File: src/rtl/assert_macros.svh
// Assertion macros shared by the scan line unpacker RTL.
// No dependencies; files that check their own logic include this header.
`ifndef ASSERT_MACROS_SVH
`define ASSERT_MACROS_SVH
`ifndef SYNTHESIS
`define ASSERT_NEVER(label, clk, rst, cond) \
  label: assert property (@(posedge clk) disable iff (rst) !(cond)) \
    else $error("assertion failed: forbidden condition seen");
`define ASSERT_IMPLY(label, clk, rst, cond, prop) \
  label: assert property (@(posedge clk) disable iff (rst) (cond) |-> (prop)) \
    else $error("assertion failed: implication violated");
`else
`define ASSERT_NEVER(label, clk, rst, cond)
`define ASSERT_IMPLY(label, clk, rst, cond, prop)
`endif
`endif

File: src/rtl/zsu_pkg.sv
// Shared constants, codes and types of the ZPixmap scan line unpacker.
// No dependencies; used by every module of the block.
package zsu_pkg;

  function automatic int imax(input int a, input int b);
    return (a > b) ? a : b;
  endfunction

  localparam int WIDTH_MAX      = 4096;
  localparam int HEIGHT_MAX     = 4096;
  localparam int LINE_BYTES_MAX = 131072;

  localparam int DEPTH_W    = 6;
  localparam int SIZE_W     = 13;
  localparam int LB_W       = 18;
  localparam int CFG_IDX_W  = 3;
  localparam int CFG_DATA_W = 18;

  localparam int COL_W = $clog2(WIDTH_MAX + 1);
  localparam int ROW_W = $clog2(HEIGHT_MAX + 1);
  localparam int LBC_W = $clog2(LINE_BYTES_MAX + 1);
  localparam int LEN_W = imax(imax(LB_W, $clog2(4 * WIDTH_MAX + 1)), LBC_W) + 1;

  localparam int RES_MAX = 3;
  localparam int RCNT_W  = $clog2(RES_MAX + 1);

  localparam int QUEUE_DEPTH = 4;
  localparam int QPTR_W      = $clog2(QUEUE_DEPTH);
  localparam int QCNT_W      = $clog2(QUEUE_DEPTH + 1);

  localparam logic [CFG_IDX_W-1:0] REG_PIXEL_DEPTH    = 3'd0;
  localparam logic [CFG_IDX_W-1:0] REG_DATA_MSB_FIRST = 3'd1;
  localparam logic [CFG_IDX_W-1:0] REG_HEADER_MSB     = 3'd2;
  localparam logic [CFG_IDX_W-1:0] REG_IMAGE_WIDTH    = 3'd3;
  localparam logic [CFG_IDX_W-1:0] REG_IMAGE_HEIGHT   = 3'd4;
  localparam logic [CFG_IDX_W-1:0] REG_LINE_BYTES     = 3'd5;

  localparam logic [1:0] ST_PIXEL      = 2'd0;
  localparam logic [1:0] ST_BAD_DEPTH  = 2'd1;
  localparam logic [1:0] ST_SHORT_LINE = 2'd2;

  typedef struct packed {
    logic [31:0] value;
    logic [1:0]  status;
    logic        last_line;
    logic        last_image;
  } res_t;

  // All results caused by one accepted byte, in delivery order.
  typedef struct packed {
    logic [RCNT_W-1:0]       cnt;
    res_t [RES_MAX-1:0]      res;
  } rec_t;

endpackage

File: src/rtl/zsu_front.sv
// Front end: configuration registers, line and pixel tracking, and the
// classification of each byte into its results. Depends on zsu_pkg.
module zsu_front (
  input  logic                           clk,
  input  logic                           rst,
  input  logic                           cfg_we,
  input  logic [zsu_pkg::CFG_IDX_W-1:0]  cfg_index,
  input  logic [zsu_pkg::CFG_DATA_W-1:0] cfg_data,
  input  logic                           in_valid,
  output logic                           in_ready,
  input  logic [7:0]                     data_byte,
  output logic                           push,
  output zsu_pkg::rec_t                  push_rec,
  input  logic                           push_ready
);
  import zsu_pkg::*;

  logic [DEPTH_W-1:0] pixel_depth;
  logic               data_msb_first;
  logic               header_msb;
  logic [SIZE_W-1:0]  image_width;
  logic [SIZE_W-1:0]  image_height;
  logic [LB_W-1:0]    line_bytes;

  logic [23:0]        partial_pixel;
  logic [1:0]         byte_in_pixel;
  logic [COL_W-1:0]   pixel_column;
  logic [LBC_W-1:0]   line_byte_count;
  logic [ROW_W-1:0]   row_count;

  logic [23:0]        partial_pixel_next;
  logic [1:0]         byte_in_pixel_next;
  logic [COL_W-1:0]   pixel_column_next;
  logic [LBC_W-1:0]   line_byte_count_next;
  logic [ROW_W-1:0]   row_count_next;

  logic               is4;
  logic               bad_depth;
  logic [1:0]         nbm1;
  logic [31:0]        mask;
  logic [COL_W-1:0]   wc;
  logic [ROW_W-1:0]   hc;
  logic [LEN_W-1:0]   wl;
  logic [LEN_W-1:0]   lb_derived;
  logic [LEN_W-1:0]   lb_sel;
  logic [LEN_W-1:0]   lb;
  logic               line_end;
  logic               lastrow;
  logic               big;
  logic [3:0]         nib_first;
  logic [3:0]         nib_second;
  logic [31:0]        acc;
  logic [RCNT_W-1:0]  n;
  rec_t               rec;
  logic               accept;

  assign accept   = in_valid && in_ready;
  assign in_ready = push_ready;
  assign push     = accept && (rec.cnt != '0);
  assign push_rec = rec;

  // Geometry and container size from the registers.
  always_comb begin
    is4       = (pixel_depth == DEPTH_W'(4));
    bad_depth = (pixel_depth == '0) || (pixel_depth > DEPTH_W'(32));
    nbm1      = 2'((pixel_depth - DEPTH_W'(1)) >> 3);
    for (int i = 0; i < 32; i++) begin
      mask[i] = (DEPTH_W'(i) < pixel_depth);
    end
    if (image_width == '0) begin
      wc = COL_W'(1);
    end else if (32'(image_width) > 32'(WIDTH_MAX)) begin
      wc = COL_W'(WIDTH_MAX);
    end else begin
      wc = COL_W'(image_width);
    end
    if (image_height == '0) begin
      hc = ROW_W'(1);
    end else if (32'(image_height) > 32'(HEIGHT_MAX)) begin
      hc = ROW_W'(HEIGHT_MAX);
    end else begin
      hc = ROW_W'(image_height);
    end
    wl = LEN_W'(wc);
    if (is4) begin
      lb_derived = (wl + LEN_W'(1)) >> 1;
    end else begin
      case (nbm1)
        2'd0:    lb_derived = wl;
        2'd1:    lb_derived = wl << 1;
        2'd2:    lb_derived = (wl << 1) + wl;
        default: lb_derived = wl << 2;
      endcase
    end
    lb_sel   = (line_bytes != '0) ? LEN_W'(line_bytes) : lb_derived;
    lb       = (lb_sel > LEN_W'(LINE_BYTES_MAX)) ? LEN_W'(LINE_BYTES_MAX) : lb_sel;
    line_end = (LEN_W'(line_byte_count) + LEN_W'(1)) >= lb;
    lastrow  = ((ROW_W + 1)'(row_count) + (ROW_W + 1)'(1)) >= (ROW_W + 1)'(hc);
  end

  // Byte assembly and the list of results for this byte.
  always_comb begin
    big        = data_msb_first ^ ~header_msb;
    nib_first  = data_msb_first ? data_byte[7:4] : data_byte[3:0];
    nib_second = data_msb_first ? data_byte[3:0] : data_byte[7:4];
    if (big) begin
      acc = {partial_pixel, data_byte};
    end else begin
      acc = 32'(partial_pixel) | (32'(data_byte) << {byte_in_pixel, 3'b000});
    end

    rec                  = '0;
    n                    = '0;
    pixel_column_next    = pixel_column;
    partial_pixel_next   = partial_pixel;
    byte_in_pixel_next   = byte_in_pixel;
    line_byte_count_next = line_byte_count;
    row_count_next       = row_count;

    if (bad_depth) begin
      rec.res[0].status = ST_BAD_DEPTH;
      n = RCNT_W'(1);
    end else begin
      if (is4) begin
        if (pixel_column_next < wc) begin
          rec.res[n].value      = 32'(nib_first) & mask;
          rec.res[n].status     = ST_PIXEL;
          rec.res[n].last_line  = ((COL_W + 1)'(pixel_column_next) + (COL_W + 1)'(1))
                                  == (COL_W + 1)'(wc);
          rec.res[n].last_image = rec.res[n].last_line && lastrow;
          n = n + RCNT_W'(1);
          pixel_column_next = pixel_column_next + COL_W'(1);
        end
        if (pixel_column_next < wc) begin
          rec.res[n].value      = 32'(nib_second) & mask;
          rec.res[n].status     = ST_PIXEL;
          rec.res[n].last_line  = ((COL_W + 1)'(pixel_column_next) + (COL_W + 1)'(1))
                                  == (COL_W + 1)'(wc);
          rec.res[n].last_image = rec.res[n].last_line && lastrow;
          n = n + RCNT_W'(1);
          pixel_column_next = pixel_column_next + COL_W'(1);
        end
      end else if (pixel_column < wc) begin
        if (byte_in_pixel >= nbm1) begin
          rec.res[n].value      = acc & mask;
          rec.res[n].status     = ST_PIXEL;
          rec.res[n].last_line  = ((COL_W + 1)'(pixel_column) + (COL_W + 1)'(1))
                                  == (COL_W + 1)'(wc);
          rec.res[n].last_image = rec.res[n].last_line && lastrow;
          n = n + RCNT_W'(1);
          pixel_column_next  = pixel_column + COL_W'(1);
          partial_pixel_next = '0;
          byte_in_pixel_next = '0;
        end else begin
          partial_pixel_next = acc[23:0];
          byte_in_pixel_next = byte_in_pixel + 2'd1;
        end
      end

      if (line_end) begin
        // The line ran out of bytes before its last pixel: flag it.
        if (pixel_column_next < wc) begin
          rec.res[n].status     = ST_SHORT_LINE;
          rec.res[n].last_line  = 1'b1;
          rec.res[n].last_image = lastrow;
          n = n + RCNT_W'(1);
        end
        pixel_column_next    = '0;
        partial_pixel_next   = '0;
        byte_in_pixel_next   = '0;
        line_byte_count_next = '0;
        row_count_next       = lastrow ? '0 : row_count + ROW_W'(1);
      end else begin
        line_byte_count_next = line_byte_count + LBC_W'(1);
      end
    end
    rec.cnt = n;
  end

  always_ff @(posedge clk) begin
    if (rst) begin
      pixel_depth     <= DEPTH_W'(8);
      data_msb_first  <= 1'b1;
      header_msb      <= 1'b1;
      image_width     <= SIZE_W'(1);
      image_height    <= SIZE_W'(1);
      line_bytes      <= '0;
      partial_pixel   <= '0;
      byte_in_pixel   <= '0;
      pixel_column    <= '0;
      line_byte_count <= '0;
      row_count       <= '0;
    end else begin
      if (cfg_we) begin
        case (cfg_index)
          REG_PIXEL_DEPTH:    pixel_depth    <= cfg_data[DEPTH_W-1:0];
          REG_DATA_MSB_FIRST: data_msb_first <= cfg_data[0];
          REG_HEADER_MSB:     header_msb     <= cfg_data[0];
          REG_IMAGE_WIDTH:    image_width    <= cfg_data[SIZE_W-1:0];
          REG_IMAGE_HEIGHT:   image_height   <= cfg_data[SIZE_W-1:0];
          REG_LINE_BYTES:     line_bytes     <= cfg_data[LB_W-1:0];
          default: ;
        endcase
      end
      if (accept) begin
        partial_pixel   <= partial_pixel_next;
        byte_in_pixel   <= byte_in_pixel_next;
        pixel_column    <= pixel_column_next;
        line_byte_count <= line_byte_count_next;
        row_count       <= row_count_next;
      end
    end
  end

endmodule

File: src/rtl/zsu_queue.sv
// Short register queue of per-byte result records between front and back.
// Depends on zsu_pkg.
`include "assert_macros.svh"
module zsu_queue (
  input  logic          clk,
  input  logic          rst,
  input  logic          wr_valid,
  output logic          wr_ready,
  input  zsu_pkg::rec_t wr_data,
  output logic          rd_valid,
  input  logic          rd_ready,
  output zsu_pkg::rec_t rd_data
);
  import zsu_pkg::*;

  rec_t              mem [QUEUE_DEPTH];
  logic [QPTR_W-1:0] wr_ptr;
  logic [QPTR_W-1:0] rd_ptr;
  logic [QCNT_W-1:0] count;
  logic              do_wr;
  logic              do_rd;

  assign wr_ready = (count != QCNT_W'(QUEUE_DEPTH));
  assign rd_valid = (count != '0);
  assign rd_data  = mem[rd_ptr];
  assign do_wr    = wr_valid && wr_ready;
  assign do_rd    = rd_valid && rd_ready;

  always_ff @(posedge clk) begin
    if (do_wr) begin
      mem[wr_ptr] <= wr_data;
    end
  end

  always_ff @(posedge clk) begin
    if (rst) begin
      wr_ptr <= '0;
      rd_ptr <= '0;
      count  <= '0;
    end else begin
      if (do_wr) begin
        wr_ptr <= (wr_ptr == QPTR_W'(QUEUE_DEPTH - 1)) ? '0 : wr_ptr + QPTR_W'(1);
      end
      if (do_rd) begin
        rd_ptr <= (rd_ptr == QPTR_W'(QUEUE_DEPTH - 1)) ? '0 : rd_ptr + QPTR_W'(1);
      end
      case ({do_wr, do_rd})
        2'b10:   count <= count + QCNT_W'(1);
        2'b01:   count <= count - QCNT_W'(1);
        default: count <= count;
      endcase
    end
  end

  `ASSERT_NEVER(a_no_overflow, clk, rst, wr_valid && !wr_ready)
  `ASSERT_NEVER(a_no_underflow, clk, rst, rd_ready && !rd_valid)
  `ASSERT_NEVER(a_count_bound, clk, rst, count > QCNT_W'(QUEUE_DEPTH))

endmodule

File: src/rtl/zsu_back.sv
// Back end: walks the results of each queued record and delivers them one
// at a time through an output register. Depends on zsu_pkg.
`include "assert_macros.svh"
module zsu_back (
  input  logic          clk,
  input  logic          rst,
  input  logic          rd_valid,
  output logic          rd_ready,
  input  zsu_pkg::rec_t rd_data,
  output logic          out_valid,
  input  logic          out_ready,
  output logic [31:0]   pixel_value,
  output logic [1:0]    status,
  output logic          last_in_line,
  output logic          last_in_image
);
  import zsu_pkg::*;

  logic [RCNT_W-1:0] idx;
  logic              load;
  logic              rec_done;
  res_t              res_q;

  // The output register refills in the same cycle it is emptied.
  assign load     = rd_valid && (!out_valid || out_ready);
  assign rec_done = (idx + RCNT_W'(1)) == rd_data.cnt;
  assign rd_ready = load && rec_done;

  always_ff @(posedge clk) begin
    if (rst) begin
      out_valid <= 1'b0;
      idx       <= '0;
    end else if (load) begin
      out_valid <= 1'b1;
      idx       <= rec_done ? '0 : idx + RCNT_W'(1);
    end else if (out_ready) begin
      out_valid <= 1'b0;
    end
  end

  always_ff @(posedge clk) begin
    if (load) begin
      res_q <= rd_data.res[idx];
    end
  end

  assign pixel_value   = res_q.value;
  assign status        = res_q.status;
  assign last_in_line  = res_q.last_line;
  assign last_in_image = res_q.last_image;

  `ASSERT_IMPLY(a_rec_nonempty, clk, rst, rd_valid, rd_data.cnt != '0)
  `ASSERT_IMPLY(a_idx_in_rec, clk, rst, rd_valid, idx < rd_data.cnt)
  `ASSERT_IMPLY(a_idx_rest, clk, rst, !rd_valid, idx == '0)

endmodule

File: src/rtl/zpixmap_scanline_unpack.sv
// ZPixmap scan line unpacker: image bytes in, masked pixels out.
// Depends on zsu_pkg, zsu_front, zsu_queue and zsu_back.
//
// Input channel: one data byte per item on in_valid/in_ready. Output channel:
// one result per item on out_valid/out_ready carrying pixel_value, status,
// last_in_line and last_in_image. Configuration: cfg_we writes cfg_data into
// the register selected by cfg_index; write only while idle. A byte gives
// zero to three results: padding bytes give none, 4-bit pixels give up to
// two per byte, and the byte that ends a short line adds a status item.
// A byte's first result passes through the record queue and then the output
// register. Throughput: one byte per cycle while each byte yields at most
// one result and the receiver does not stall; the output register delivers
// one result per cycle while out_ready is high, so bytes with two or three
// results fall behind on the output side, and a four-entry record queue
// absorbs the difference before in_ready drops.
// Reset loads the register defaults (depth 8, MSB first, 1x1 image, derived
// line length), clears line and pixel position and empties the queue.
// When the receiver stalls, the output holds, the queue fills, and then
// in_ready goes low until room frees up.
module zpixmap_scanline_unpack (
  input  logic                           clk,
  input  logic                           rst,
  input  logic                           cfg_we,
  input  logic [zsu_pkg::CFG_IDX_W-1:0]  cfg_index,
  input  logic [zsu_pkg::CFG_DATA_W-1:0] cfg_data,
  input  logic                           in_valid,
  output logic                           in_ready,
  input  logic [7:0]                     data_byte,
  output logic                           out_valid,
  input  logic                           out_ready,
  output logic [31:0]                    pixel_value,
  output logic [1:0]                     status,
  output logic                           last_in_line,
  output logic                           last_in_image
);
  import zsu_pkg::*;

  logic push;
  logic push_ready;
  rec_t push_rec;
  logic q_valid;
  logic q_ready;
  rec_t q_rec;

  zsu_front u_front (
    .clk        (clk),
    .rst        (rst),
    .cfg_we     (cfg_we),
    .cfg_index  (cfg_index),
    .cfg_data   (cfg_data),
    .in_valid   (in_valid),
    .in_ready   (in_ready),
    .data_byte  (data_byte),
    .push       (push),
    .push_rec   (push_rec),
    .push_ready (push_ready)
  );

  zsu_queue u_queue (
    .clk      (clk),
    .rst      (rst),
    .wr_valid (push),
    .wr_ready (push_ready),
    .wr_data  (push_rec),
    .rd_valid (q_valid),
    .rd_ready (q_ready),
    .rd_data  (q_rec)
  );

  zsu_back u_back (
    .clk           (clk),
    .rst           (rst),
    .rd_valid      (q_valid),
    .rd_ready      (q_ready),
    .rd_data       (q_rec),
    .out_valid     (out_valid),
    .out_ready     (out_ready),
    .pixel_value   (pixel_value),
    .status        (status),
    .last_in_line  (last_in_line),
    .last_in_image (last_in_image)
  );

endmodule
File: config.mk
export PLATFORM = sky130hd
export DESIGN_NAME = zpixmap_scanline_unpack
export DESIGN_NICKNAME = d
export VERILOG_FILES = /design/src/rtl/zsu_pkg.sv /design/src/rtl/zsu_front.sv /design/src/rtl/zsu_queue.sv /design/src/rtl/zsu_back.sv /design/src/rtl/zpixmap_scanline_unpack.sv
export VERILOG_INCLUDE_DIRS = /design/src /design/src/rtl
export SDC_FILE = /design/constraint.sdc
export NUM_CORES = 1
export LEC_CHECK = 0
export ABC_AREA = 1
export BUFFER_PORTS_ARGS = -buffer_cell sky130_fd_sc_hd__buf_4
export CORE_ASPECT_RATIO = 1.4
export CORE_MARGIN = 5
export CORE_UTILIZATION = 45
export CTS_BUF_LIST = sky130_fd_sc_hd__clkbuf_8
export DETAILED_ROUTE_END_ITERATION = 12
export PLACE_DENSITY = 0.61
export SETUP_SLACK_MARGIN = 0.02
export SYNTH_ARGS = -nofsm -noshare
export SYNTH_HDL_FRONTEND = slang
export SYNTH_SLANG_ARGS = --single-unit
export TNS_END_PERCENT = 100
File: constraint.sdc
create_clock -name clk -period 10.3 [get_ports clk]
set_input_delay 1.545 -clock clk [delete_from_list [all_inputs] [get_ports clk]]
set_output_delay 1.545 -clock clk [all_outputs]
set_load 0.05 [all_outputs]
==> results of run 1 <==
==> metal layers <==
metal	GRT usage	wire length [µm]	vias up
met4	0.134	3810	0
met2	0.453	32100	597
li1	-	-	8766
met3	0.0334	3080	215
met5	0	0	-
met1	0.283	24100	8313
==> logic make-up (layout without fill, tap and decap cells) <==
family          Yosys count  in the layout  synth area share
simple gates           1059           1059             0.223
compound gates          608            608             0.166
buf+inv                 361            453            0.0697
flops                   358            358             0.462
fa+ha+maj               100            100            0.0621
xor+xnor                 40             40            0.0179
other cells               0              1                 0
==> placed cells by master, fill, tap and decap left out, types with 10 or more instances in the layout <==
| cell type | instances |
|---|---|
| buf_4 | 100 |
| o22ai_1 | 28 |
| inv_2 | 10 |
| a211oi_1 | 30 |
| nand3_1 | 124 |
| dfxtp_1 | 133 |
| a21oi_1 | 195 |
| edfxtp_1 | 224 |
| nor4_1 | 12 |
| ha_1 | 98 |
| a31oi_1 | 26 |
| nor3_1 | 48 |
| clkbuf_8 | 73 |
| o211ai_1 | 13 |
| nand2_1 | 414 |
| o21ai_0 | 270 |
| nand4_1 | 32 |
| nor2_2 | 15 |
| nand2_2 | 14 |
| xor2_1 | 32 |
| inv_1 | 251 |
| nor2_1 | 367 |
==> sequential cells by signal, indices dropped and copies added, names as in the netlist, 3 cells and up, named ones only <==
name,count
u_queue.mem,188
u_back.pixel_value,32
u_front.partial_pixel,24
u_front.line_byte_count,18
u_front.line_bytes,18
u_front.image_height,13
u_front.image_width,13
u_front.pixel_column,13
u_front.row_count,13
u_front.pixel_depth,6
u_queue.count,3
==> worst min path at each step <==
stage               cells after the start                        from  slack, ns                    endpoint
floorplan                               1            u_queue.count[0]       0.42            u_queue.count[0]
global placement                        1            u_queue.count[0]       0.44            u_queue.count[0]
detailed placement                      2  u_front.line_byte_count[5]       0.46  u_front.line_byte_count[5]
CTS                                     2  u_front.line_byte_count[5]       0.46  u_front.line_byte_count[5]
global route                            2      u_front.image_width[7]       0.50      u_front.image_width[7]
finish                                  1            u_queue.count[0]       0.46            u_queue.count[0]
==> area by class of cell <==
cell class / count / area (µm²)
well taps: 564 / 706
flip-flops and latches: 358 / 9410
inverters: 250 / 938
clock inverters: 30 / 201
multi-input cells: 1807 / 9620
clock buffers: 73 / 1000
repair buffers: 100 / 751
fillers: 4311 / 22300
diodes: 1 / 2.50
==> metrics by stage <==
stage | setup slack [ns] | hold slack (ns)
3_5_place_dp | 1.76 | 0.455
4_1_cts | 1.73 | 0.465
2_1_floorplan | 2.42 | 0.422
3_3_place_gp | 1.92 | 0.439
6_report | 1.64 | 0.464
5_1_grt | 0.736 | 0.497
==> power breakdown <==
group          total [mW]  switching [mW]  internal [mW]
registers            2.14           0.138           2.00
logic                3.04            2.18          0.866
clock network        1.26           0.571          0.688
==> results.md, run 1 <==
* Outcome: completed
* Clock root buffer: clkbuf_8
* Reg2reg start: u_front.image_width[12]
* Required @ worst endpoint at between 10 and 15 ns
* Wire length per cell at ~20 µm
* Post-layout util at 0.504
* Hold Violations, Final at 0
* Post-synth EDFFs at about 220
* I/O Buffers at slightly above 70
* Die Width at roughly 190 µm
* TritonCTS clock tree: built
* First-pass GRT wire length at roughly 100 mm
* Clk Latency, worst-skew pair at around 0.65 ns
* Fin. max-slew vios at 0
* Syn Nets at 2660
* Area Growth Syn to Fin at 11.0%
* Core Region at approximately 45000 µm²
* Post-Syn Area per Cell at ~8 µm²
* R2r endpoint: u_queue.count[2]
* Htree depth at 2
* CTS Buf Count at between 50 and 60
* RePlAce Congestion at between 0.9 and 1
* Post-DRT Antenna Nets at 0
* Resized cells post-CTS at 0
* TNS Setup at 0 ns
* Initial antenna violation count at 1
* Distinct cells, synth at 58
* Final setup violation count at 0
* Final wirelength at 63.1 mm
* Placed cell count at between 3000 and 4000
* Pleak at ~9.2 nW
* Slew HR at 0.197
* CP arrival at approximately 9.2 ns
* Power per cell area at 285 nW/µm²
* Drc violations at 0
* Number of global-route vias before repair at 17500
* Post-synth top area cell: edfxtp_1
* Setup Buffers After CTS at 0
* Worst Max-Slew Pin Slew at between 1 and 1.5 ns
* Top Family by Delay on Critical Path: simple AND/OR/NAND/NOR gates
* F_max at roughly 120 MHz
* Longest Clk Path Bufs at 3
* Clock transition at path regs at roughly 0.060 ns
* Max_cap viols at 0
* Hold WC Path Type: flop to flop
* Synth top cells by count: nand2_1, nor2_1, o21ai_0, inv_1, edfxtp_1
* Worst VDD drop at approximately 0.18 mV
* Post-layout power at between 6 and 7 mW
* Most common cell in the synthesized netlist: nand2_1
* Max FO, Critical Path at 23
* Worst setup path start: u_front.image_width[12]
* Final min period at ~8.7 ns
* CTS sink count at roughly 360
* CP max-delay cell: nor2_1
* Hold_buf cts at 0
* Startpoint Class: flop
* Std-Cell Rows at 92
* Share of the synthesized area in the top cell type at 0.330
* Largest net degree at the start of global routing at 95
* Grt ovf at 0
* Initial core utilization at 0.454
* Post-synth ARST share at 0
* CP endpoint: u_queue.count[2]
* Via count at 17900
* Synthesis-stage register bit count at 358
* Top post-synthesis cells by area: edfxtp_1, dfxtp_1, nand2_1
* Final std cells w/o fill at about 3200
* Layout cells sized above 1 at 0.100
* DR vias/cell at roughly 5.6
* First DRT Iteration DRCs at approximately 1500
* Crit path kind: flop to flop
* Final instance area at roughly 23000 µm²
* DP Area at around 21000 µm²
* Mapped Cells at about 2500
* WP buf/inv at 7
* R2R depth at 41
* RSZ-0062 raised after global routing: false
* WP depth at ~40
* Slowest stage delay, CP at between 0.5 and 0.6 ns
* Synth warnings at 0
* Height of the die at around 260 µm
* Sequential area share after synthesis at 0.462
* Top-level I/O count at 72
* Worst Skew at about 0.04 ns
* Nets at between 2000 and 3000
* Synth Cell Area at roughly 20000 µm²
* Post-DP HPWL at roughly 46 mm
* Final period util at 0.840
* DR pass1 iterations at 6
* Worst R2R Setup Slack at ~1.6 ns
* Main flop type after synthesis: edfxtp_1
* Die area at just under 50000 µm²
* Gr usage total at 0.249
* Crit. End Element: flop
(Power assumes the default switching activity.)
==> inputs of run 2 (changes only) <==
- clock period: 10.3 -> 9 ns (I/O delays scaled with it)
==> run 2 against run 1 <==
Clock power grew 7%. Routed wire length increased by 2.3%. Global-route usage rose by 0.61 points. Cell count is 0.22% higher. First-iteration DRC count shrank 3.7%. Final area barely moved. Critical endpoint unchanged.
==> results.md, run 2 (synthesis results as in run 1) <==
* Final min period at 8.17 ns (was 8.66 ns)
* Switching fraction of total power at 0.453 (was 0.448)
* Core Region at 44900 µm² (unchanged)
* DR pass1 iterations at 6 (unchanged)
* Slew HR at 0.287 (was 0.197)
* Gr usage total at 0.255 (was 0.249)
* Final std cells w/o fill at 3190 (was 3183)
* Die Width at 190 µm (unchanged)
* Setup Buffers After CTS at 0 (unchanged)
* Clock transition at path regs at 0.07 ns (was 0.06 ns)
* Clock root buffer: clkbuf_8 (unchanged)
* Top-level I/O count at 72 (unchanged)
* Max reg flops at 188 (unchanged)
* Max FO, Critical Path at 23 (unchanged)
* Fin. max-slew vios at 0 (unchanged)
* Final wirelength at 64.6 mm (was 63.1 mm)
* WP buf/inv at 8 (was 7)
* Final instance area at 22600 µm² (about the same)
* Pleak at 9.20 nW (was 9.21 nW)
* TNS Setup at 0 ns (unchanged)
* CP arrival at 8.66 ns (was 9.18 ns)
* RSZ-0062 raised after global routing: false (unchanged)
* Layout cells sized above 1 at 0.101 (was 0.100)
* Seq pwr share at 0.333 (about the same)
* First DRT Iteration DRCs at 1470 (was 1526)
* Wire length per cell at 20.2 µm (was 19.8 µm)
* Most frequent cells in the layout: nand2_1, nor2_1, o21ai_0 (unchanged)
* Startpoint Class: flop (unchanged)
* Longest Clk Path Bufs at 3 (unchanged)
* Post-layout util at 0.504 (about the same)
* First-pass GRT wire length at 99.7 mm (was 97.6 mm)
* P_sw at 3.33 mW (was 2.89 mW)
* Crit. End Element: flop (unchanged)
* Internal Power at 4.02 mW (was 3.56 mW)
* Area Growth Syn to Fin at 11.0% (about the same)
* Final setup violation count at 0 (unchanged)
* Drc violations at 0 (unchanged)
* Resized cells post-CTS at 0 (unchanged)
* Power per cell area at 325 nW/µm² (was 285 nW/µm²)
* CP most frequent cell: nand2_1
* Post-DP HPWL at 47.2 mm (was 45.7 mm)
* Hold WC Path Type: flop to flop (unchanged)
* Worst Max-Slew Pin Slew at 1.04 ns (was 1.20 ns)
* Grt ovf at 0 (unchanged)
* RePlAce Congestion at 1.02 (was 0.955)
* CP max-delay cell: dfxtp_1 (was nor2_1)
* Worst hold path startpoint: u_front.line_bytes[12] (was u_queue.count[0])
* Height of the die at 262 µm (unchanged)
* DR vias/cell at 5.64 (was 5.62)
* Worst setup path start: u_front.image_width[12] (unchanged)
* CTS sink count at 358 (unchanged)
* Std-Cell Rows at 92 (unchanged)
* CTS Buf Count at 54 (was 56)
* Final period util at 0.908 (was 0.840)
* Reg2reg start: u_front.image_width[12] (unchanged)
* Commonest non-fill, non-tap cell in the layout: nand2_1 (unchanged)
* Hold_buf cts at 0 (unchanged)
* Required @ worst endpoint at 9.49 ns (was 10.83 ns)
* Nets at 2717 (was 2707)
* Max_cap viols at 0 (unchanged)
* I/O Buffers at 71 (unchanged)
* Outcome: completed (unchanged)
* Largest net degree at the start of global routing at 96 (was 95)
* Initial core utilization at 0.454 (unchanged)
* Via count at 18000 (was 17900)
* Number of global-route vias before repair at 17700 (was 17500)
* Clk Latency, worst-skew pair at 0.63 ns (was 0.65 ns)
* TritonCTS clock tree: built (unchanged)
* Clock network fraction of total power at 0.183 (was 0.195)
* Die area at 49700 µm² (unchanged)
* Crit path kind: flop to flop (unchanged)
* Htree depth at 2 (unchanged)
* Hold Violations, Final at 0 (unchanged)
* DP Area at 21600 µm² (was 21400 µm²)
* Final worst-path setup slack at 0.825 ns (was 1.64 ns)
* Top Family by Delay on Critical Path: compound AO/OA/AOI/OAI gates (was simple AND/OR/NAND/NOR gates)
* Post-DRT Antenna Nets at 0 (unchanged)
* Most flops, register: u_queue.mem (unchanged)
* Placement Setup Slack at 1.05 ns (was 1.76 ns)
* Worst Skew at 0.0386 ns (was 0.0399 ns)
* Combinational power share at 0.484 (was 0.472)
* F_max at 122 MHz (was 116 MHz)
* Initial antenna violation count at 1 (unchanged)
* Placed cell count at 3090 (was 3079)
* Worst VDD drop at 0.187 mV (was 0.178 mV)
* Slowest stage delay, CP at 0.57 ns (was 0.58 ns)
run 2: changes by cell type in the layout (fill, tap and decap cells not counted), sizes merged:
cell / delta
clkinvlp: +1
buf: +11
clkbuf: -16
bufinv: +2
clkinv: +11
inv: -2
run 2: power by group through the flow:
stage	Clock (mW)	Sequential, mW	Combinational (mW)
floorplan	0	2.76	2.17
global placement	0	2.47	3.49
detailed placement	0	2.48	3.53
CTS	1.38	2.44	3.55
global route	1.45	2.48	3.94
finish	1.35	2.45	3.56
run 2: final timing paths:
| path | slack (ns) | depth (start not counted) | endpoint |
|---|---|---|---|
| worst max-delay path | 0.83 | 42 | u_queue.count[2] |
| worst min-delay path | 0.47 | 2 | u_front.line_bytes[12] |
| worst max register to register | 0.83 | 42 | u_queue.count[2] |
| worst min register to register | 0.47 | 2 | u_front.line_bytes[12] |
run 2: layout make-up:
class	count	area, µm²
fill	4291	22300
multi-input combinational	1807	9620
sequential	358	9410
inverter	250	942
timing repair buffer	112	888
clock buffer	56	771
tap	564	706
clock inverter	42	300
antenna	1	2.50
run 2: worst register-to-register path, delay by kind of cell (launching register included):
kind                     cells  cell delay (ns)
flip-flops                   1             0.57
adder cells (fa/ha/maj)      5             1.33
buffers and inverters        8             1.68
AO/OA/AOI/OAI               13             2.48
AND/OR/NAND/NOR             16             2.00
run 2: per-layer routing:
metal | track usage | wire length (µm) | up-vias
met1 | 0.290 | 24800 | 8494
li1 | - | - | 8786
met2 | 0.471 | 33100 | 550
met5 | 0 | 0 | -
met4 | 0.130 | 3690 | 0
met3 | 0.0294 | 2990 | 171
run 2: through the flow:
| step | power (mW) | hold WS, ns |
|---|---|---|
| 2_1_floorplan | 4.93 | 0.422 |
| 3_3_place_gp | 5.96 | 0.434 |
| 3_5_place_dp | 6.01 | 0.439 |
| 4_1_cts | 7.37 | 0.466 |
| 5_1_grt | 7.87 | 0.499 |
| 6_report | 7.35 | 0.466 |
